===== config.mk =====
export PLATFORM = sky130hd
export DESIGN_NAME = escaped_symbol_name_splitter_flat
export DESIGN_NICKNAME = d
export VERILOG_FILES = /design/src/esns_pkg.sv /design/src/esns_sym_if.sv /design/src/esns_res_if.sv /design/src/esns_cfg_if.sv /design/src/escaped_symbol_name_splitter.sv /design/src/esns_front.sv /design/src/esns_queue.sv /design/src/esns_back.sv /design/src/flat_wrapper.sv
export SDC_FILE = /design/constraint.sdc
export NUM_CORES = 1
export LEC_CHECK = 0
export ABC_AREA = 1
export BUFFER_PORTS_ARGS = -buffer_cell sky130_fd_sc_hd__buf_2
export CAP_MARGIN = 5
export CORE_ASPECT_RATIO = 0.8
export CORE_MARGIN = 2
export CORE_UTILIZATION = 66
export DETAILED_ROUTE_END_ITERATION = 10
export HOLD_SLACK_MARGIN = 0.05
export PLACE_DENSITY = 0.91
export SLEW_MARGIN = 20
export SYNTH_ARGS = -nofsm -noshare
export SYNTH_HDL_FRONTEND = slang
export SYNTH_SLANG_ARGS = --single-unit

===== constraint.sdc =====
create_clock -name i_clk -period 8.45 [get_ports i_clk]
set_input_delay 1.2675 -clock i_clk [delete_from_list [all_inputs] [get_ports i_clk]]
set_output_delay 1.2675 -clock i_clk [all_outputs]
set_load 0.01 [all_outputs]

===== src/esns_pkg.sv =====
// ----------------------------------------------------------------------------
// esns_pkg
// Shared types, character codes and decode helpers for the symbol name
// splitter.
// ----------------------------------------------------------------------------
package esns_pkg;

    localparam int unsigned CHAR_W   = 8;
    localparam int unsigned CAP_W    = 9;
    localparam int unsigned STATUS_W = 3;

    localparam int unsigned QUEUE_DEPTH = 4;
    localparam int unsigned QPTR_W      = $clog2(QUEUE_DEPTH);
    localparam int unsigned QCNT_W      = $clog2(QUEUE_DEPTH + 1);

    localparam logic [CAP_W-1:0] CAP_RESET = 9'd256;

    // configuration register indexes
    localparam logic REG_LIB_CAP = 1'b0;
    localparam logic REG_FN_CAP  = 1'b1;

    // part tags
    localparam logic PART_LIB = 1'b0;
    localparam logic PART_FN  = 1'b1;

    // status codes
    localparam logic [STATUS_W-1:0] ST_OK        = 3'd0;
    localparam logic [STATUS_W-1:0] ST_BAD_PREFIX = 3'd1;
    localparam logic [STATUS_W-1:0] ST_BAD_ESCAPE = 3'd2;
    localparam logic [STATUS_W-1:0] ST_NO_DELIM  = 3'd3;
    localparam logic [STATUS_W-1:0] ST_OVERFLOW  = 3'd4;

    // character codes
    localparam logic [CHAR_W-1:0] CH_NUL        = 8'h00;
    localparam logic [CHAR_W-1:0] CH_UNDERSCORE = 8'h5f;
    localparam logic [CHAR_W-1:0] CH_LOW_V      = 8'h76;
    localparam logic [CHAR_W-1:0] CH_LOW_G      = 8'h67;
    localparam logic [CHAR_W-1:0] CH_LOW_R      = 8'h72;
    localparam logic [CHAR_W-1:0] CH_LOW_N      = 8'h6e;
    localparam logic [CHAR_W-1:0] CH_UP_Z       = 8'h5a;
    localparam logic [CHAR_W-1:0] CH_UP_U       = 8'h55;
    localparam logic [CHAR_W-1:0] CH_UP_A       = 8'h41;
    localparam logic [CHAR_W-1:0] CH_LOW_A      = 8'h61;
    localparam logic [CHAR_W-1:0] CH_LOW_P      = 8'h70;
    localparam logic [CHAR_W-1:0] CH_LOW_C      = 8'h63;
    localparam logic [CHAR_W-1:0] CH_LOW_D      = 8'h64;
    localparam logic [CHAR_W-1:0] CH_LOW_U      = 8'h75;
    localparam logic [CHAR_W-1:0] CH_LOW_H      = 8'h68;
    localparam logic [CHAR_W-1:0] CH_LOW_S      = 8'h73;
    localparam logic [CHAR_W-1:0] CH_STAR       = 8'h2a;
    localparam logic [CHAR_W-1:0] CH_PLUS       = 8'h2b;
    localparam logic [CHAR_W-1:0] CH_COLON      = 8'h3a;
    localparam logic [CHAR_W-1:0] CH_DOT        = 8'h2e;
    localparam logic [CHAR_W-1:0] CH_DASH       = 8'h2d;
    localparam logic [CHAR_W-1:0] CH_AT         = 8'h40;
    localparam logic [CHAR_W-1:0] CH_SPACE      = 8'h20;

    localparam logic [2:0] PREFIX_LAST   = 3'd6;
    localparam logic [2:0] PREFIX_MANGLE = 3'd5;

    typedef enum logic [1:0] {
        PH_PREFIX   = 2'd0,
        PH_LIBRARY  = 2'd1,
        PH_FUNCTION = 2'd2,
        PH_DROP     = 2'd3
    } t_phase;

    typedef enum logic [1:0] {
        ERR_NONE   = 2'd0,
        ERR_PREFIX = 2'd1,
        ERR_ESCAPE = 2'd2,
        ERR_DELIM  = 2'd3
    } t_err;

    // classified item handed from front to back
    typedef struct packed {
        logic              is_end;
        logic              part;
        logic [CHAR_W-1:0] chr;
        t_err              err;
    } t_cmd;

    function automatic logic prefix_ok(input logic [2:0] pos, input logic [CHAR_W-1:0] b);
        logic ok;
        case (pos)
            3'd0:    ok = (b == CH_UNDERSCORE);
            3'd1:    ok = (b == CH_LOW_V);
            3'd2:    ok = (b == CH_LOW_G);
            3'd3:    ok = (b == CH_LOW_R) || (b == CH_LOW_N);
            3'd4:    ok = (b == CH_UP_Z);
            3'd5:    ok = (b == CH_UP_Z) || (b == CH_UP_U);
            default: ok = (b == CH_UNDERSCORE);
        endcase
        return ok;
    endfunction

    // zero means no valid escape
    function automatic logic [CHAR_W-1:0] unescape(input logic [CHAR_W-1:0] b);
        logic [CHAR_W-1:0] ch;
        case (b)
            CH_LOW_A: ch = CH_STAR;
            CH_LOW_P: ch = CH_PLUS;
            CH_LOW_C: ch = CH_COLON;
            CH_LOW_D: ch = CH_DOT;
            CH_LOW_U: ch = CH_UNDERSCORE;
            CH_LOW_H: ch = CH_DASH;
            CH_LOW_S: ch = CH_SPACE;
            CH_UP_Z:  ch = CH_UP_Z;
            CH_UP_A:  ch = CH_AT;
            default:  ch = CH_NUL;
        endcase
        return ch;
    endfunction

endpackage


===== src/esns_sym_if.sv =====
// ----------------------------------------------------------------------------
// esns_sym_if
// Symbol byte channel: valid/ready with one byte of payload.
// ----------------------------------------------------------------------------
interface esns_sym_if;
    logic       valid;
    logic       ready;
    logic [7:0] sym_char;

    modport source (output valid, output sym_char, input ready);
    modport sink   (input valid, input sym_char, output ready);
endinterface


===== src/esns_res_if.sv =====
// ----------------------------------------------------------------------------
// esns_res_if
// Result channel: decoded characters and the final status of a symbol.
// ----------------------------------------------------------------------------
interface esns_res_if;
    logic       valid;
    logic       ready;
    logic [7:0] out_char;
    logic       out_part;
    logic       done_res;
    logic [2:0] status;

    modport source (output valid, output out_char, output out_part,
                    output done_res, output status, input ready);
    modport sink   (input valid, input out_char, input out_part,
                    input done_res, input status, output ready);
endinterface


===== src/esns_cfg_if.sv =====
// ----------------------------------------------------------------------------
// esns_cfg_if
// Configuration write channel: register index and write data.
// ----------------------------------------------------------------------------
interface esns_cfg_if;
    logic       valid;
    logic       ready;
    logic       index;
    logic [8:0] data;

    modport source (output valid, output index, output data, input ready);
    modport sink   (input valid, input index, input data, output ready);
endinterface


===== src/escaped_symbol_name_splitter.sv =====
// ----------------------------------------------------------------------------
// escaped_symbol_name_splitter
// Checks the prefix of a mangled symbol name, splits it into library and
// function parts and undoes Z escapes, streaming decoded characters.
// ----------------------------------------------------------------------------
// path: a taken byte's command is written into the command queue, then into the output register
// throughput: one byte per cycle while the command queue is not full, with combinational decode in the front end
// a four-entry command queue lets front and back stall independently
// reset: synchronous, active low; symbol state clears and both capacities
// return to 256 with no clearing pass
module escaped_symbol_name_splitter
    import esns_pkg::*;
#(
    parameter int unsigned MAX_PART_BUFFER = 256
) (
    input  logic       i_clk,
    input  logic       i_rst_n,
    esns_sym_if.sink   i_sym,
    esns_res_if.source o_res,
    esns_cfg_if.sink   i_cfg
);

    logic [CAP_W-1:0] r_lib_cap;
    logic [CAP_W-1:0] r_fn_cap;

    logic w_accept;
    logic w_push;
    t_cmd w_push_cmd;
    logic w_full;
    logic w_pop;
    logic w_empty;
    t_cmd w_head_cmd;

    assign i_cfg.ready = 1'b1;

    always_ff @(posedge i_clk) begin
        if (!i_rst_n) begin
            r_lib_cap <= CAP_RESET;
            r_fn_cap  <= CAP_RESET;
        end else if (i_cfg.valid) begin
            unique case (i_cfg.index)
                REG_LIB_CAP: r_lib_cap <= i_cfg.data;
                REG_FN_CAP:  r_fn_cap  <= i_cfg.data;
                default: begin
                end
            endcase
        end
    end

    assign i_sym.ready = !w_full;
    assign w_accept    = i_sym.valid && !w_full;

    esns_front u_front (
        .i_clk      (i_clk),
        .i_rst_n    (i_rst_n),
        .i_accept   (w_accept),
        .i_sym_char (i_sym.sym_char),
        .o_push     (w_push),
        .o_cmd      (w_push_cmd)
    );

    esns_queue u_queue (
        .i_clk   (i_clk),
        .i_rst_n (i_rst_n),
        .i_push  (w_push),
        .i_cmd   (w_push_cmd),
        .o_full  (w_full),
        .i_pop   (w_pop),
        .o_empty (w_empty),
        .o_cmd   (w_head_cmd)
    );

    esns_back #(
        .MAX_PART_BUFFER (MAX_PART_BUFFER)
    ) u_back (
        .i_clk      (i_clk),
        .i_rst_n    (i_rst_n),
        .i_lib_cap  (r_lib_cap),
        .i_fn_cap   (r_fn_cap),
        .i_q_empty  (w_empty),
        .i_cmd      (w_head_cmd),
        .o_pop      (w_pop),
        .o_valid    (o_res.valid),
        .i_ready    (o_res.ready),
        .o_out_char (o_res.out_char),
        .o_out_part (o_res.out_part),
        .o_done_res (o_res.done_res),
        .o_status   (o_res.status)
    );

endmodule


===== src/esns_front.sv =====
// ----------------------------------------------------------------------------
// esns_front
// Prefix check, part split and escape decode; emits one command per decoded
// character and one per symbol terminator.
// ----------------------------------------------------------------------------
module esns_front
    import esns_pkg::*;
(
    input  logic              i_clk,
    input  logic              i_rst_n,
    input  logic              i_accept,
    input  logic [CHAR_W-1:0] i_sym_char,
    output logic              o_push,
    output t_cmd              o_cmd
);

    t_phase     r_phase, n_phase;
    logic [2:0] r_pos, n_pos;
    logic       r_esc, n_esc;
    logic       r_fn_esc, n_fn_esc;
    t_err       r_err, n_err;

    logic [CHAR_W-1:0] w_unesc;

    assign w_unesc = unescape(i_sym_char);

    always_ff @(posedge i_clk) begin
        if (!i_rst_n) begin
            r_phase  <= PH_PREFIX;
            r_pos    <= '0;
            r_esc    <= 1'b0;
            r_fn_esc <= 1'b0;
            r_err    <= ERR_NONE;
        end else begin
            r_phase  <= n_phase;
            r_pos    <= n_pos;
            r_esc    <= n_esc;
            r_fn_esc <= n_fn_esc;
            r_err    <= n_err;
        end
    end

    always_comb begin
        n_phase  = r_phase;
        n_pos    = r_pos;
        n_esc    = r_esc;
        n_fn_esc = r_fn_esc;
        n_err    = r_err;
        o_push   = 1'b0;
        o_cmd    = '{is_end: 1'b0, part: PART_LIB, chr: CH_NUL, err: ERR_NONE};

        if (i_accept) begin
            if (i_sym_char == CH_NUL) begin
                // end of symbol: pre-status for the back end, then clear
                o_push       = 1'b1;
                o_cmd.is_end = 1'b1;
                if (r_phase == PH_PREFIX)       o_cmd.err = ERR_PREFIX;
                else if (r_phase == PH_DROP)    o_cmd.err = r_err;
                else if (r_esc)                 o_cmd.err = ERR_ESCAPE;
                else if (r_phase == PH_LIBRARY) o_cmd.err = ERR_DELIM;
                else                            o_cmd.err = ERR_NONE;
                n_phase  = PH_PREFIX;
                n_pos    = '0;
                n_esc    = 1'b0;
                n_fn_esc = 1'b0;
                n_err    = ERR_NONE;
            end else begin
                unique case (r_phase)
                    PH_PREFIX: begin
                        if (!prefix_ok(r_pos, i_sym_char)) begin
                            n_phase = PH_DROP;
                            n_err   = ERR_PREFIX;
                        end else begin
                            if (r_pos == PREFIX_MANGLE) n_fn_esc = (i_sym_char == CH_UP_Z);
                            if (r_pos >= PREFIX_LAST) begin
                                n_phase = PH_LIBRARY;
                                n_esc   = 1'b0;
                            end else begin
                                n_pos = r_pos + 3'd1;
                            end
                        end
                    end
                    PH_LIBRARY, PH_FUNCTION: begin
                        o_cmd.part = (r_phase == PH_FUNCTION) ? PART_FN : PART_LIB;
                        if (r_esc) begin
                            n_esc = 1'b0;
                            if (w_unesc == CH_NUL) begin
                                n_phase = PH_DROP;
                                n_err   = ERR_ESCAPE;
                            end else begin
                                o_push    = 1'b1;
                                o_cmd.chr = w_unesc;
                            end
                        end else if (r_phase == PH_LIBRARY && i_sym_char == CH_UNDERSCORE) begin
                            n_phase = PH_FUNCTION;
                        end else if (i_sym_char == CH_UP_Z
                                     && (r_phase == PH_LIBRARY || r_fn_esc)) begin
                            n_esc = 1'b1;
                        end else begin
                            o_push    = 1'b1;
                            o_cmd.chr = i_sym_char;
                        end
                    end
                    PH_DROP: begin
                    end
                    default: begin
                    end
                endcase
            end
        end
    end

endmodule


===== src/esns_queue.sv =====
// ----------------------------------------------------------------------------
// esns_queue
// Small command queue between the front and back ends.
// ----------------------------------------------------------------------------
module esns_queue
    import esns_pkg::*;
(
    input  logic i_clk,
    input  logic i_rst_n,
    input  logic i_push,
    input  t_cmd i_cmd,
    output logic o_full,
    input  logic i_pop,
    output logic o_empty,
    output t_cmd o_cmd
);

    t_cmd              r_mem [QUEUE_DEPTH];
    logic [QPTR_W-1:0] r_wr_ptr;
    logic [QPTR_W-1:0] r_rd_ptr;
    logic [QCNT_W-1:0] r_count;

    assign o_full  = (r_count == QCNT_W'(QUEUE_DEPTH));
    assign o_empty = (r_count == '0);
    assign o_cmd   = r_mem[r_rd_ptr];

    always_ff @(posedge i_clk) begin
        if (i_push) r_mem[r_wr_ptr] <= i_cmd;
    end

    always_ff @(posedge i_clk) begin
        if (!i_rst_n) begin
            r_wr_ptr <= '0;
            r_rd_ptr <= '0;
            r_count  <= '0;
        end else begin
            if (i_push) r_wr_ptr <= r_wr_ptr + QPTR_W'(1);
            if (i_pop)  r_rd_ptr <= r_rd_ptr + QPTR_W'(1);
            case ({i_push, i_pop})
                2'b10:   r_count <= r_count + QCNT_W'(1);
                2'b01:   r_count <= r_count - QCNT_W'(1);
                default: r_count <= r_count;
            endcase
        end
    end

`ifndef SYNTH
    a_no_push_full: assert property (@(posedge i_clk) disable iff (!i_rst_n)
        !(i_push && o_full && !i_pop))
        else $error("queue pushed while full");

    a_no_pop_empty: assert property (@(posedge i_clk) disable iff (!i_rst_n)
        !(i_pop && o_empty))
        else $error("queue popped while empty");

    a_count_up: assert property (@(posedge i_clk) disable iff (!i_rst_n)
        (i_push && !i_pop) |=> (r_count == $past(r_count) + QCNT_W'(1)))
        else $error("queue count did not follow a push");
`endif

endmodule


===== src/esns_back.sv =====
// ----------------------------------------------------------------------------
// esns_back
// Capacity accounting per part, overflow tracking and the result register.
// ----------------------------------------------------------------------------
module esns_back
    import esns_pkg::*;
#(
    parameter int unsigned MAX_PART_BUFFER = 256
) (
    input  logic                i_clk,
    input  logic                i_rst_n,
    input  logic [CAP_W-1:0]    i_lib_cap,
    input  logic [CAP_W-1:0]    i_fn_cap,
    input  logic                i_q_empty,
    input  t_cmd                i_cmd,
    output logic                o_pop,
    output logic                o_valid,
    input  logic                i_ready,
    output logic [CHAR_W-1:0]   o_out_char,
    output logic                o_out_part,
    output logic                o_done_res,
    output logic [STATUS_W-1:0] o_status
);

    localparam int unsigned CNT_W = $clog2(MAX_PART_BUFFER);
    localparam int unsigned CMP_W = (CNT_W + 1 > CAP_W) ? CNT_W + 1 : CAP_W;

    logic [CNT_W-1:0]    r_lib_cnt, r_fn_cnt;
    logic                r_ovf;
    logic                r_out_valid, n_out_valid;
    logic [CHAR_W-1:0]   r_out_char;
    logic                r_out_part;
    logic                r_done;
    logic [STATUS_W-1:0] r_status;

    logic [CMP_W-1:0]    w_cap;
    logic [CMP_W-1:0]    w_next;
    logic [CNT_W-1:0]    w_cnt;
    logic                w_fits;
    logic [STATUS_W-1:0] w_status;

    assign o_pop = !i_q_empty && (!r_out_valid || i_ready);

    always_comb begin
        w_cap = CMP_W'(i_cmd.part ? i_fn_cap : i_lib_cap);
        if (w_cap == '0) w_cap = CMP_W'(1);
        if (w_cap > CMP_W'(MAX_PART_BUFFER)) w_cap = CMP_W'(MAX_PART_BUFFER);
        w_cnt  = i_cmd.part ? r_fn_cnt : r_lib_cnt;
        w_next = CMP_W'(w_cnt) + CMP_W'(1);
        w_fits = (w_next < w_cap);
    end

    always_comb begin
        unique case (i_cmd.err)
            ERR_NONE:   w_status = r_ovf ? ST_OVERFLOW : ST_OK;
            ERR_PREFIX: w_status = ST_BAD_PREFIX;
            ERR_ESCAPE: w_status = ST_BAD_ESCAPE;
            ERR_DELIM:  w_status = ST_NO_DELIM;
            default:    w_status = ST_OK;
        endcase
    end

    // output register holds until taken, reloads on a pop that gives a result
    always_comb begin
        n_out_valid = r_out_valid && !i_ready;
        if (o_pop && (i_cmd.is_end || w_fits)) n_out_valid = 1'b1;
    end

    always_ff @(posedge i_clk) begin
        if (!i_rst_n) begin
            r_lib_cnt   <= '0;
            r_fn_cnt    <= '0;
            r_ovf       <= 1'b0;
            r_out_valid <= 1'b0;
        end else begin
            r_out_valid <= n_out_valid;
            if (o_pop) begin
                if (i_cmd.is_end) begin
                    r_lib_cnt <= '0;
                    r_fn_cnt  <= '0;
                    r_ovf     <= 1'b0;
                end else if (w_fits) begin
                    if (i_cmd.part) r_fn_cnt <= w_next[CNT_W-1:0];
                    else            r_lib_cnt <= w_next[CNT_W-1:0];
                end else begin
                    // character beyond capacity is dropped
                    r_ovf <= 1'b1;
                end
            end
        end
    end

    always_ff @(posedge i_clk) begin
        if (o_pop) begin
            r_out_char <= i_cmd.is_end ? CH_NUL : i_cmd.chr;
            r_out_part <= i_cmd.is_end ? PART_LIB : i_cmd.part;
            r_done     <= i_cmd.is_end;
            r_status   <= i_cmd.is_end ? w_status : ST_OK;
        end
    end

    assign o_valid    = r_out_valid;
    assign o_out_char = r_out_char;
    assign o_out_part = r_out_part;
    assign o_done_res = r_done;
    assign o_status   = r_status;

endmodule


===== src/flat_wrapper.sv =====
// flat-port wrapper written by rule: the top's interface ports become plain ports
module escaped_symbol_name_splitter_flat import esns_pkg::*;
#(
    parameter int unsigned MAX_PART_BUFFER = 256
)
  (i_clk, i_rst_n, i_sym_valid, i_sym_sym_char, i_sym_ready, o_res_valid, o_res_out_char, o_res_out_part, o_res_done_res, o_res_status, o_res_ready, i_cfg_valid, i_cfg_index, i_cfg_data, i_cfg_ready);
  esns_sym_if i_sym_i ();
  esns_res_if o_res_i ();
  esns_cfg_if i_cfg_i ();
  input  logic i_clk;
  input  logic i_rst_n;
  input wire logic [$bits(i_sym_i.valid)-1:0] i_sym_valid;
  input wire logic [$bits(i_sym_i.sym_char)-1:0] i_sym_sym_char;
  output wire logic [$bits(i_sym_i.ready)-1:0] i_sym_ready;
  output wire logic [$bits(o_res_i.valid)-1:0] o_res_valid;
  output wire logic [$bits(o_res_i.out_char)-1:0] o_res_out_char;
  output wire logic [$bits(o_res_i.out_part)-1:0] o_res_out_part;
  output wire logic [$bits(o_res_i.done_res)-1:0] o_res_done_res;
  output wire logic [$bits(o_res_i.status)-1:0] o_res_status;
  input wire logic [$bits(o_res_i.ready)-1:0] o_res_ready;
  input wire logic [$bits(i_cfg_i.valid)-1:0] i_cfg_valid;
  input wire logic [$bits(i_cfg_i.index)-1:0] i_cfg_index;
  input wire logic [$bits(i_cfg_i.data)-1:0] i_cfg_data;
  output wire logic [$bits(i_cfg_i.ready)-1:0] i_cfg_ready;
  assign i_sym_i.valid = i_sym_valid;
  assign i_sym_i.sym_char = i_sym_sym_char;
  assign i_sym_ready = i_sym_i.ready;
  assign o_res_valid = o_res_i.valid;
  assign o_res_out_char = o_res_i.out_char;
  assign o_res_out_part = o_res_i.out_part;
  assign o_res_done_res = o_res_i.done_res;
  assign o_res_status = o_res_i.status;
  assign o_res_i.ready = o_res_ready;
  assign i_cfg_i.valid = i_cfg_valid;
  assign i_cfg_i.index = i_cfg_index;
  assign i_cfg_i.data = i_cfg_data;
  assign i_cfg_ready = i_cfg_i.ready;
  escaped_symbol_name_splitter #(.MAX_PART_BUFFER(MAX_PART_BUFFER)) u_core (.i_clk(i_clk), .i_rst_n(i_rst_n), .i_sym(i_sym_i), .o_res(o_res_i), .i_cfg(i_cfg_i));
endmodule

**After elaboration in Yosys (flattened, before gate mapping)**

Memory sizes are Yosys's and may differ from the RTL's. A register that Yosys moved wholly into a read port is not among the register bits.
Cells that the tools add are included.

- Memories: 1
- Logic and storage cells: 181
- Register bits after elaboration: 65
- Memory bits (writable): 48

Memory list:

| name | words | bits a word | read ports | clocked after memory_dff | write ports | line | RTL |
|---|---|---|---|---|---|---|---|
| u_core.u_queue.r_mem | 4 | 12 | 1 | 1 | 1 | esns_queue.sv:18 | `t_cmd r_mem [QUEUE_DEPTH];` |

- Muxes and demuxes: 73
- Reduce and logical (&&, ||, !) cells: 39
- Magnitude comparators: 3
- Add/subtract/negate cells: 6
- Equal/unequal tests: 40
- Bitwise gates (word level): 1

Operators by type and width:

| cell | count |
|---|---|
| equality test 8 x 7 -> 1 bit, second input constant | 15 |
| two-way mux 8 bit | 11 |
| case mux 7 bit (9 select lines) | 1 |
| two-way mux 9 bit | 5 |
| two-way mux 2 bit | 17 |
| two-way mux 1 bit | 27 |
| logical NOT 8 bit | 2 |
| two-way mux 3 bit | 5 |
| two-way mux 12 bit | 1 |
| case mux 3 bit (4 select lines) | 1 |
| AND reduction 4 bit | 3 |
| nonzero test 2 bit | 6 |
| equality test 2 bit, second input constant | 5 |
| AND reduction 5 bit | 2 |
| adder 8 x 1 -> 9 bit, second input constant | 1 |
| equality test 3 bit, second input constant | 3 |
| > comparator 9 bit, second input constant | 1 |
| logical NOT 9 bit | 1 |
| less-than comparator 9 bit | 1 |
| != test 3 bit, second input constant | 3 |
| != test 4 bit, second input constant | 2 |
| case mux 2 bit (2 select lines) | 2 |
| adder 3 x 1 -> 3 bit, second input constant | 2 |
| equality test 2 x 1 -> 1 bit, second input constant | 3 |
| other kinds (22) | 42 |

**Logic depth before layout (Yosys ltp)**

Gate-level depths: netlist of the first run.

- Depth in word-level cells: 11
- Depth in mapped cells: 28

**Hierarchy**

Synthesis of the first run repeated with hierarchy kept, for this count alone.

- Cells, all modules: 801
- Area, all modules: 6316.1 sq um

Modules (own cells, without submodules):

| module | area an instance (sq um) | seq. area each (sq um) | instances | cells each |
|---|---|---|---|---|
| esns_queue | 2222.1 | 1621.6 | 1 | 173 |
| esns_back | 2100.8 | 750.7 | 1 | 303 |
| esns_front | 1272.5 | 180.2 | 1 | 225 |
| escaped_symbol_name_splitter | 720.7 | 360.3 | 1 | 100 |

**Least setup slack after synthesis of the first run**

Ideal clock, no wire load.

- Kind: in2reg
- From: input port i_sym_sym_char[7]
- To: register u_core.u_queue.r_count[2]
- Setup slack: 4806 ps
- Arrival time: 3522 ps
- Stages on the path: 16
- Library setup time: 122 ps
- Data required time: 8328 ps
- Path through: inv_1 > nand2_1 > nor3_1 > inv_1 > nor3_2 > o21ai_0 > nand2_1 > nand2_1 > a31oi_2 > ha_1 > inv_1 > fa_1 > a21oi_1 > o21ai_0 > o21ai_0 > a21oi_1

- Word-level cells in the longest chain between the ends: 10
- Elaborated cells on any way between the ends: 26
- Those cells by class: 12 x eq/ne; 9 x mux; 5 x reduce/logical

Ends and longest elaborated chain:

| item | line | RTL |
|---|---|---|
| start: declaration | flat_wrapper.sv:13 | `input wire logic [$bits(i_sym_i.sym_char)-1:0] i_sym_sym_char;` |
| equality test 8 x 7 -> 1 bit (on tied branches) | esns_pkg.sv:100, esns_front.sv:96 |  |
| case mux 7 bit (9 select lines) / logical AND 1 bit (equally long branches) | esns_pkg.sv:100, esns_front.sv:97 |  |
| logical NOT 8 bit / two-way mux 1 bit (equally long branches) | esns_front.sv:87, esns_front.sv:96 |  |
| two-way mux 1 bit (on tied branches) | esns_front.sv:87, esns_front.sv:94 |  |
| two-way mux 1 bit | esns_front.sv:85 | `if (r_esc) begin` |
| two-way mux 1 bit | esns_front.sv:68 | `unique case (r_phase)` |
| two-way mux 1 bit (*) | esns_front.sv:53 | `if (i_sym_char == CH_NUL) begin` |
| two-way mux 1 bit (*) | esns_front.sv:52 | `if (i_accept) begin` |
| equality test 2 x 1 -> 1 bit / equality test 2 bit (equally long branches) | esns_queue.sv:39 | `case ({i_push, i_pop})` |
| case mux 3 bit (2 select lines) / nonzero test 2 bit (equally long branches) | -- |  |
| end signal: assignment | esns_queue.sv:40 | `2'b10: r_count <= r_count + QCNT_W'(1);` |
| end signal: assignment | esns_queue.sv:41 | `2'b01: r_count <= r_count - QCNT_W'(1);` |
| end signal: assignment | esns_queue.sv:42 | `default: r_count <= r_count;` |
| end: declaration | esns_queue.sv:21 | `logic [QCNT_W-1:0] r_count;` |

Mark *: on every way between the ends. The rest lies on a longest branch, timed or not.
A chain may end at the register's enable or synchronous reset.

==> flow_metrics.py, run 1 <==
metrics = {
    "grt": {
        "grt_max_degree": 45,
        "antenna_found_initial": 0,
        "top_usage_layer": "met2",
        "met3_usage_pct": 8.188,
        "grt_pass1_vias": 4710,
        "use_met1_pct": 36.19,
        "grt_pass1_wl_um": 21960,
        "grt_use_met2_pct": 45.40,
        "grt_usage_pct": 28.28,
        "overflow": 0,
    },
    "finish": {
        "insertedDiodeCount": 0,
        "fillers": 626,
        "syn2layout_area_growth_pct": 12.81,
        "drive_above_1_share_pct": 14.45,
        "utilization_pct": 75.90,
        "nets": 816,
        "final_area_um2": 6830,
    },
    "job": {
        "maxCapViolCount": 0,
    },
    "floorplanning": {
        "dieArea_um2": 9960,
        "row_count": 31,
        "initial_core_util_pct": 67.28,
        "core-area_um2": 8999,
        "pin_count": 39,
        "die-height_um": 89.67,
        "die_w_um": 111.1,
    },
    "logic_synthesis": {
        "synthArstFlopShare_pct": 0,
        "synthesis.instances": 737,
        "post-synth-top-area-fraction_pct": 30.25,
        "yosysWarningCount": 0,
        "syn_area_um2": 6055,
        "synth_seq_cells": 115,
        "ys.flop_type": "edfxtp_1",
        "synth_edf_count": 61,
        "synth_common_cells": "nand2_1 (138), inv_1 (100), nor2_1 (85)",
        "syn_nets": 784,
        "synthMostInstantiatedCell": "nand2_1",
        "yosys.cell_types.count": 44,
        "syn_area_per_cell_um2": 8.215,
        "ys_seq_area_share_pct": 48.11,
        "synthTopCellsByArea": "edfxtp_1 (30%), dfxtp_1 (18%), nand2_1 (8.6%), inv_1 (6.2%), nor2_1 (5.3%)",
        "synth_top_area_cell": "edfxtp_1",
    },
    "cts": {
        "clkTransAtPathRegs_ps": 60,
        "cts_setup_buffers": 0,
        "clk_path_buf_depth": 2,
        "clk_latency_ps": 420,
        "cts_made_buffers": 17,
        "htree_levels": 4,
        "cts-root-buf": "clkbuf_16",
        "clkSinkCount": 115,
        "hold_buffers": 0,
        "cts_tree": "done",
        "cts_resized": 0,
    },
    "setup_path": {
        "rrSetupSlack_ps": 3830,
        "crit_chain": "inv_4 > nand2_2 > nand3_4 > nand2_4 > inv_2 > nand2_1 > nand2_1 > ha_1 > or2_2 > nand2_1 > inv_1 > ha_1 > a21oi_1 > o21ai_0 > nand4_1 > nand3_1 > inv_1 > nand4_1 > a21boi_0 > nor2_1",
        "crit_slowest_cell": "dfxtp_1",
        "cp.required_ps": 8760,
        "arrival_ps": 4920,
        "path_common_cell": "nand2_1",
        "endpoint_kind": "flop",
        "cp_slowest_stage_delay_ps": 910,
        "worstSetupPathType": "reg -> reg",
        "cp_max_fo": 25,
        "startpoint_type": "flop",
        "reg2reg_depth": 20,
        "timing.rr.end": "u_core.u_back.r_fn_cnt[7]",
    },
    "sta": {
        "min_period_ps": 4617,
        "fin_skew_ps": 9.095,
        "post-route-period-util_pct": 54.64,
        "max_freq_mhz": 216.6,
        "worstMarginPinSlew_ps": 1137,
        "max_slew_margin_pct": 23.95,
        "tns_ps": 0,
        "fin_ws_ps": 3833,
        "finalMaxSlewViolations": 0,
        "setup_violations": 0,
        "finalHoldViolations": 0,
        "rsz0062_at_grt": "no",
    },
    "power": {
        "p_per_area_nw_per_um2": 390.0,
        "ir_worst_vdd_mv": 0.2877,
        "p_leak_nw": 2.987,
    },
    "min_path": {
        "hold_class": "reg -> reg",
        "hp-start": "u_core.r_lib_cap[6]",
        "holdPathStages": 2,
        "min_delay_worst_endpoint": "u_core.r_lib_cap[6]",
    },
    "route": {
        "drt_wl_total_um": 14000,
        "dr.first_iter.drc_count": 424,
        "ant_nets": 0,
        "drt_pass1_iterations": 5,
        "vias": 5218,
        "wl_per_cell_um": 15.61,
        "drc": 0,
        "viasPerCell": 5.817,
    },
    "placement": {
        "preCtsSetupSlack_ps": 4030,
        "place_area_um2": 6257,
        "dp_hpwl_um": 9447,
        "gp_congestion": 1.002,
        "portBuffers": 37,
    },
    "status": {
        "status": "finished clean",
    },
}
worst max-delay path by stage:
stage	start	to	slack, ps	cells past startpoint
after floorplan	i_sym_sym_char[7]	u_core.u_queue.r_count[2]	4810	16
after global routing	flop	u_core.u_back.r_fn_cnt[7]	3470	20
after global placement	i_sym_sym_char[7]	u_core.u_queue.r_count[2]	4210	17
after detailed placement	i_sym_sym_char[7]	u_core.u_queue.r_count[2]	4030	17
after CTS	flop	u_core.u_back.r_fn_cnt[7]	4000	20
final	flop	u_core.u_back.r_fn_cnt[7]	3830	20
kinds of logic (layout without fill, tap and decap cells):
family / count (synthesis) / after routing / share of synthesized area (%)
AND/OR/NAND/NOR: 324 / 324 / 24.18
AO/OA/AOI/OAI: 142 / 142 / 13.64
buffers and inverters: 131 / 176 / 8.927
flip-flops: 115 / 115 / 48.11
adder cells (fa/ha/maj): 24 / 24 / 5.084
other: 1 / 1 / 0.06194
per-layer routing:
metal | vias up | wire (um)
li1 | 2512 | -
met1 | 2384 | 5998
met2 | 276 | 6492
met3 | 46 | 1094
met4 | 0 | 415
met5 | - | 0
state kept, by name, indices dropped and copies added (netlist names), 2 cells and up, named ones only:
| signal | count |
|---|---|
| u_core.r_fn_cap | 9 |
| u_core.r_lib_cap | 9 |
| u_core.u_back.o_out_char | 8 |
| u_core.u_back.o_status | 3 |
| u_core.u_back.r_fn_cnt | 8 |
| u_core.u_back.r_lib_cnt | 8 |
| u_core.u_front.r_err | 2 |
| u_core.u_front.r_phase | 2 |
| u_core.u_front.r_pos | 3 |
| u_core.u_queue.r_count | 3 |
| u_core.u_queue.r_mem | 48 |
| u_core.u_queue.r_rd_ptr | 2 |
| u_core.u_queue.r_wr_ptr | 2 |
final cells by class:
| class | instances | area, um^2 | area share, % |
|---|---|---|---|
| Multi-Input combinational cell | 491 | 2614 | 38.27 |
| Clock buffer | 24 | 493.0 | 7.217 |
| Clock inverter | 8 | 73.82 | 1.081 |
| Sequential cell | 115 | 2913 | 42.65 |
| Timing Repair Buffer | 38 | 192.7 | 2.821 |
| Tap cell | 115 | 143.9 | 2.107 |
| Inverter | 106 | 400.4 | 5.862 |
through the flow:
step	total power [mW]	hold slack (ps)	cells
after floorplan	1.715	422.3	737
after global placement	1.876	436.6	865
after detailed placement	1.944	450.2	865
after CTS	2.640	459.0	897
after global routing	2.836	472.9	897
final	2.664	464.0	897
worst max-delay path, delay by kind of cell (launching register included):
kind            cells  cell delay [ps]
fa+ha+maj           2              540
compound gates      3              560
simple gates       11             1860
buf+inv             4              620
flops               1              910
report_power, final:
group          switching, mW  total (mW)  internal (mW)
logic                  0.798        1.16          0.364
clock network          0.248       0.684          0.436
registers             0.0717       0.819          0.747
placed cells by master, fill, tap and decap left out, types with 4 or more instances in the layout:
master / count
a21oi_1: 47
a21oi_2: 9
buf_2: 37
clkbuf_1: 4
clkbuf_16: 18
dfxtp_1: 54
edfxtp_1: 61
ha_1: 23
inv_1: 100
nand2_1: 138
nand2_2: 5
nand3_1: 45
nand4_1: 14
nor2_1: 83
nor2_2: 12
nor3_1: 10
o21ai_0: 55
o22ai_1: 8
or2_2: 4
Power figures use the tool's default switching activity.
==> inputs of run 2 (changes only) <==
CORE_UTILIZATION = 55   (was 66)
PLACE_DENSITY = 0.81   (was 0.91)
clock period = 3.7 ns   (was 8.45 ns; I/O delays follow)
==> run 2 against run 1 <==
Sequential power increased by 120%. Global-route usage is 3.1 points lower. Sequential cell count unchanged. Setup slack lost 3600 ps. Clock power grew 140%. Core utilization shrank 11 points. Count of clock-buffer cells in the layout is 6 lower. Die area increased by 19%. Combinational power grew 150%. Wire length rose by 2.2%. Clock skew is 1.3 ps higher. First-iteration DRC count up 3.8%. Largest cell class unchanged. Highest routed layer unchanged.
==> flow_metrics.py, run 2 (synthesis results as in run 1) <==
metrics = {
    "finish": {
        "final_area_um2": 7034,
        "nets": 832,
        "largestRegisters": "u_core.u_queue.r_mem: 48 flops, u_core.r_fn_cap: 9 flops, u_core.r_lib_cap: 9 flops",
        "insertedDiodeCount": 0,
        "largest-register": "u_core.u_queue.r_mem",
        "drive_above_1_share_pct": 16.67,
        "largest_reg_flops": 48,
        "syn2layout_area_growth_pct": 16.18,
        "final_cells": 942,
        "layout_common_cells": "nand2_1 (137), inv_1 (100), nor2_1 (85), edfxtp_1 (61), o21ai_0 (55)",
        "layout_commonest_cell": "nand2_1",
    },
    "grt": {
        "grt_max_degree": 45,
        "overflow": 0,
        "antenna_found_initial": 0,
        "grt_pass1_vias": 4922,
        "grt_usage_pct": 25.15,
        "grt_pass1_wl_um": 23640,
    },
    "sta": {
        "tns_ps": 0,
        "min_period_ps": 3430,
        "finalMaxSlewViolations": 0,
        "setup_violations": 0,
        "max_freq_mhz": 291.6,
        "finalHoldViolations": 0,
        "fin_ws_ps": 270.2,
        "worstMarginPinSlew_ps": 711.0,
        "post-route-period-util_pct": 92.70,
        "max_slew_margin_pct": 52.60,
        "fin_skew_ps": 10.41,
    },
    "setup_path": {
        "worstSetupPathType": "reg -> reg",
        "crit_slowest_cell": "dfxtp_1",
        "cp_max_fo": 11,
        "arrival_ps": 3730,
        "cp.required_ps": 4000,
        "path_common_cell": "nand2_1",
        "crit_family": "simple AND/OR/NAND/NOR gates",
        "crit_buf_inv": 4,
        "endpoint_kind": "flop",
        "cp_slowest_stage_delay_ps": 440,
        "crit_chain": "inv_1 > nand3_4 > nand2_8 > inv_4 > nand2_1 > nand2_1 > nand2_1 > nor2_2 > nand3_1 > nor2_2 > nand3_1 > and2_1 > ha_1 > nand2_1 > or2_2 > nand3_1 > inv_1 > nand4_1 > buf_4 > nand3_1 > nand2_1 > nor2_1",
        "startpoint_type": "flop",
    },
    "placement": {
        "dp_cells": 905,
        "dp_hpwl_um": 9579,
        "portBuffers": 37,
        "gp_congestion": 0.9084,
        "preCtsSetupSlack_ps": -137.2,
        "place_area_um2": 6376,
    },
    "cts": {
        "cts-root-buf": "clkbuf_16",
        "cts_tree": "done",
        "cts_made_buffers": 17,
        "clkSinkCount": 115,
        "clk_path_buf_depth": 2,
        "clk_latency_ps": 420,
        "clkTransAtPathRegs_ps": 60,
        "htree_levels": 4,
    },
    "floorplanning": {
        "row_count": 34,
        "core-area_um2": 10810,
        "dieArea_um2": 11870,
        "pin_count": 39,
        "initial_core_util_pct": 56.03,
        "die-height_um": 97.85,
        "die_w_um": 121.3,
    },
    "power": {
        "internal_power_mw": 3.641,
        "p_leak_nw": 3.067,
        "net-switching-power_mw": 2.676,
        "pwr-share-comb_pct": 45.4,
        "p_per_area_nw_per_um2": 898.1,
        "pwr-share-seq_pct": 29.1,
        "swShare_pct": 42.37,
        "total_power_mw": 6.317,
        "ir_worst_vdd_mv": 0.4378,
        "clock_power_share_pct": 25.5,
    },
    "route": {
        "wl_per_cell_um": 15.18,
        "drt_pass1_iterations": 5,
        "drc": 0,
        "vias": 5263,
        "viasPerCell": 5.587,
        "drt_wl_total_um": 14300,
        "ant_nets": 0,
        "dr.first_iter.drc_count": 440,
    },
    "job": {
        "maxCapViolCount": 0,
    },
    "status": {
        "status": "finished clean",
    },
    "min_path": {
        "hold_class": "in -> reg",
    },
}
## run 2: changes by cell type in the layout (fill, tap and decap cells not counted), moves of 3 or more
cell      previous run  this run
clkinv_4             1         5
inv_6                0         3
buf_4                1        16
clkbuf_1             4         1
## run 2: metal layers
layer | track usage, % | routed length (um) | share of wire [%] | up-vias
li1 | - | - | - | 2550
met2 | 39.20 | 6581 | 46 | 210
met4 | 11.23 | 378 | 2.6 | 0
met5 | 0 | 0 | 0 | -
met3 | 5.841 | 945 | 6.6 | 47
met1 | 33.59 | 6399 | 45 | 2456
## run 2: tightest hold or removal path: cells and delay by family
family                 cells  cell delay [ps]
AND/OR/NAND/NOR            1               50
AO/OA/AOI/OAI              1               60
buffers and inverters      1               90
## run 2: final cells by class
| cell class | instances | area [um^2] |
|---|---|---|
| Multi-Input combinational cell | 492 | 2646 |
| Clock buffer | 18 | 429.2 |
| Timing Repair Buffer | 53 | 305.3 |
| Tap cell | 144 | 180.2 |
| Inverter | 106 | 402.9 |
| Sequential cell | 115 | 2917 |
| Clock inverter | 14 | 153.9 |
| Fill cell | 866 | 3771 |
## run 2: final timing paths
path,from,end,slack [ps],cells past startpoint
worst max register to register,flop,u_core.u_back.r_fn_cnt[5],270,22
worst max-delay path,flop,u_core.u_back.r_fn_cnt[5],270,22
worst min-delay path,i_cfg_data[8],u_core.r_fn_cap[8],380,3
worst min register to register,u_core.u_queue.r_count[0],u_core.u_queue.r_count[0],450,1
## run 2: power by group through the flow
| stage | Sequential (mW) | Clock, mW | Combinational (mW) |
|---|---|---|---|
| 4_1_cts | 1.83 | 1.62 | 2.73 |
| 6_report | 1.84 | 1.61 | 2.87 |
| 2_1_floorplan | 1.86 | 0 | 2.06 |
| 5_1_grt | 1.86 | 1.68 | 3.20 |
| 3_5_place_dp | 1.85 | 0 | 2.64 |
| 3_3_place_gp | 1.84 | 0 | 2.50 |
## run 2: per-stage QoR
stage / hold WS, ps / utilization, %
5_1_grt: 384.8 / 65.10
4_1_cts: 368.2 / 64.67
2_1_floorplan: 422.3 / -
3_3_place_gp: 439.0 / 59.01
6_report: 378.1 / 65.10
3_5_place_dp: 449.2 / 59.01
## run 2: timing repair
item / CTS / global route
gates resized for setup: 2 / 6
gates cloned: 0 / 1
endpoints found under the hold margin: 0 / 0
hold buffers: 0 / 0
setup buffers: 2 / 2
pin swaps: 1 / 1
endpoints found under the setup margin: 17 / 18
==> inputs of run 3 (changes only) <==
--- a/config.mk
+++ b/config.mk
@@ -16,2 +16,3 @@
 export PLACE_DENSITY = 0.81
+export RECOVER_POWER = 50
 export SLEW_MARGIN = 20
--- a/constraint.sdc
+++ b/constraint.sdc
@@ -3,2 +3,2 @@
 set_output_delay 0.555 -clock i_clk [all_outputs]
-set_load 0.01 [all_outputs]
+set_load 0.02 [all_outputs]
==> run 3 against run 2 <==
Via count is 0.67% lower. Largest cell class unchanged. Non-clock buffer count stayed put. Global-route usage unchanged. Wire length barely moved. Critical path depth is 1 lower. Die area stayed put. Total power is 0.43% higher. Count of clock-buffer cells in the layout unchanged.
==> flow_metrics.py, run 3 (synthesis results as in run 1) <==
metrics = {
    "floorplanning": {
        "die-height_um": 97.85,
        "pin_count": 39,
        "dieArea_um2": 11870,
        "initial_core_util_pct": 56.03,
        "core-area_um2": 10810,
        "die_w_um": 121.3,
        "row_count": 34,
    },
    "setup_path": {
        "cp_slowest_stage_delay_ps": 440,
        "crit_buf_inv": 5,
        "timing.rr.end": "u_core.u_back.r_fn_cnt[7]",
        "endpoint_kind": "flop",
        "reg2reg_depth": 21,
        "crit_family": "simple AND/OR/NAND/NOR gates",
        "crit_slowest_cell": "dfxtp_1",
        "crit_chain": "inv_1 > nand3_4 > nand2_8 > inv_4 > nand2_1 > nand2_1 > ha_2 > nand4_1 > nor2_1 > nand2_1 > nand2_1 > inv_1 > ha_1 > a21oi_1 > or2_2 > nand3_1 > inv_1 > nand4_1 > buf_4 > a21boi_0 > nor2_1",
        "cp.required_ps": 4010,
        "rrSetupSlack_ps": 290,
        "worstSetupPathType": "reg -> reg",
        "path_common_cell": "nand2_1",
        "arrival_ps": 3730,
        "startpoint_type": "flop",
        "cp_max_fo": 11,
    },
    "finish": {
        "largest-register": "u_core.u_queue.r_mem",
        "insertedDiodeCount": 0,
        "drive_above_1_share_pct": 14.04,
        "layout_commonest_cell": "nand2_1",
        "nets": 832,
        "layout_common_cells": "nand2_1 (137), inv_1 (100), nor2_1 (85), edfxtp_1 (61), o21ai_0 (55)",
        "final_cells": 942,
        "largest_reg_flops": 48,
        "largestRegisters": "u_core.u_queue.r_mem: 48 flops, u_core.r_fn_cap: 9 flops, u_core.r_lib_cap: 9 flops",
        "syn2layout_area_growth_pct": 15.44,
    },
    "sta": {
        "max_freq_mhz": 292.9,
        "setup_violations": 0,
        "max_slew_margin_pct": 52.92,
        "min_period_ps": 3414,
        "fin_skew_ps": 10.14,
        "worstMarginPinSlew_ps": 706.1,
        "finalHoldViolations": 0,
        "finalMaxSlewViolations": 0,
        "post-route-period-util_pct": 92.27,
    },
    "power": {
        "ir_worst_vdd_mv": 0.4411,
        "p_leak_nw": 3.011,
        "p_per_area_nw_per_um2": 907.7,
        "total_power_mw": 6.344,
    },
    "route": {
        "drt_wl_total_um": 14300,
        "dr.first_iter.drc_count": 449,
        "drc": 0,
        "viasPerCell": 5.550,
        "ant_nets": 0,
        "drt_pass1_iterations": 5,
        "vias": 5228,
        "wl_per_cell_um": 15.18,
    },
    "cts": {
        "cts_made_buffers": 17,
        "clk_latency_ps": 430,
        "clkSinkCount": 115,
        "cts-root-buf": "clkbuf_16",
        "htree_levels": 4,
        "cts_tree": "done",
        "clk_path_buf_depth": 2,
        "clkTransAtPathRegs_ps": 60,
    },
    "min_path": {
        "min_delay_worst_endpoint": "u_core.r_fn_cap[8]",
        "hp-start": "i_cfg_data[8]",
        "holdPathStages": 3,
        "hold_class": "in -> reg",
    },
    "placement": {
        "portBuffers": 37,
        "gp_congestion": 0.9084,
        "dp_hpwl_um": 9579,
        "dp_cells": 905,
    },
    "grt": {
        "grt_pass1_wl_um": 23640,
        "grt_usage_pct": 25.15,
        "grt_max_degree": 45,
        "overflow": 0,
        "grt_pass1_vias": 4922,
        "antenna_found_initial": 0,
    },
    "status": {
        "status": "finished clean",
    },
    "job": {
        "maxCapViolCount": 0,
    },
}
run 3: cell count changes in the layout (fill, tap and decap cells not counted), sizes merged:
| cell | before | now |
|---|---|---|
| clkbuf | 18 | 36 |
| buf | 53 | 35 |
run 3: repair_timing:
item,in CTS,in global routing
gates resized for setup,2,6
hold endpoints to repair,0,0
setup buffers,2,2
setup endpoints to repair,17,18
cloned,0,1
pin swaps,1,1
hold buffers,0,0
run 3: layer usage:
| layer | wire [um] | global-route usage [%] | vias to the layer above |
|---|---|---|---|
| li1 | - | - | 2549 |
| met1 | 6327 | 33.59 | 2419 |
| met2 | 6502 | 39.20 | 216 |
| met3 | 1034 | 5.841 | 44 |
| met4 | 432 | 11.23 | 0 |
| met5 | 0 | 0 | - |
run 3: layout make-up:
cell class | count | area (um^2)
clock inverter | 14 | 153.9
clock buffer | 18 | 429.2
timing repair buffer | 53 | 277.8
inverter | 106 | 402.9
fill | 875 | 3816
tap | 144 | 180.2
sequential | 115 | 2917
multi-input combinational | 492 | 2629
run 3: through the flow:
step	cell area (um^2)	hold WS (ps)	TNS (ps)	setup slack, ps	utilization, %
2_1_floorplan	6055	422.3	0	569.4	-
4_1_cts	6988	368.2	0	20.67	64.67
5_1_grt	6989	384.8	-4.788	-4.788	64.68
6_report	6989	366.0	0	285.9	64.68
3_5_place_dp	6376	449.2	-545.1	-137.2	59.01
3_3_place_gp	6376	439.0	0	116.2	59.01
run 3: how the worst max path moves through the flow:
stage	from	end	slack (ps)	depth (start not counted)
after detailed placement	flop	u_core.u_back.r_fn_cnt[5]	-140	21
after global routing	flop	u_core.u_back.r_fn_cnt[7]	-5	21
after CTS	flop	u_core.u_back.r_lib_cnt[3]	20	22
after floorplan	flop	u_core.u_back.r_lib_cnt[7]	570	24
final	flop	u_core.u_back.r_fn_cnt[7]	290	21
after global placement	flop	u_core.u_back.r_fn_cnt[7]	120	20
run 3: worst register-to-register path, cell delays in order (launching register included):
cell	delay [ps]
dfxtp_1	440
inv_1	120
nand3_4	150
nand2_8	90
inv_4	120
nand2_1	70
nand2_1	120
ha_2	230
nand4_1	160
nor2_1	120
nand2_1	70
nand2_1	130
inv_1	60
ha_1	330
a21oi_1	150
or2_2	120
nand3_1	110
inv_1	120
nand4_1	160
buf_4	210
a21boi_0	150
nor2_1	70
run 3: report_power, final:
part / leakage [nW] / switching (mW) / internal (mW)
Combinational: 1.70 / 1.98 / 0.907
Clock: 0.279 / 0.620 / 0.995
Sequential: 1.03 / 0.131 / 1.71
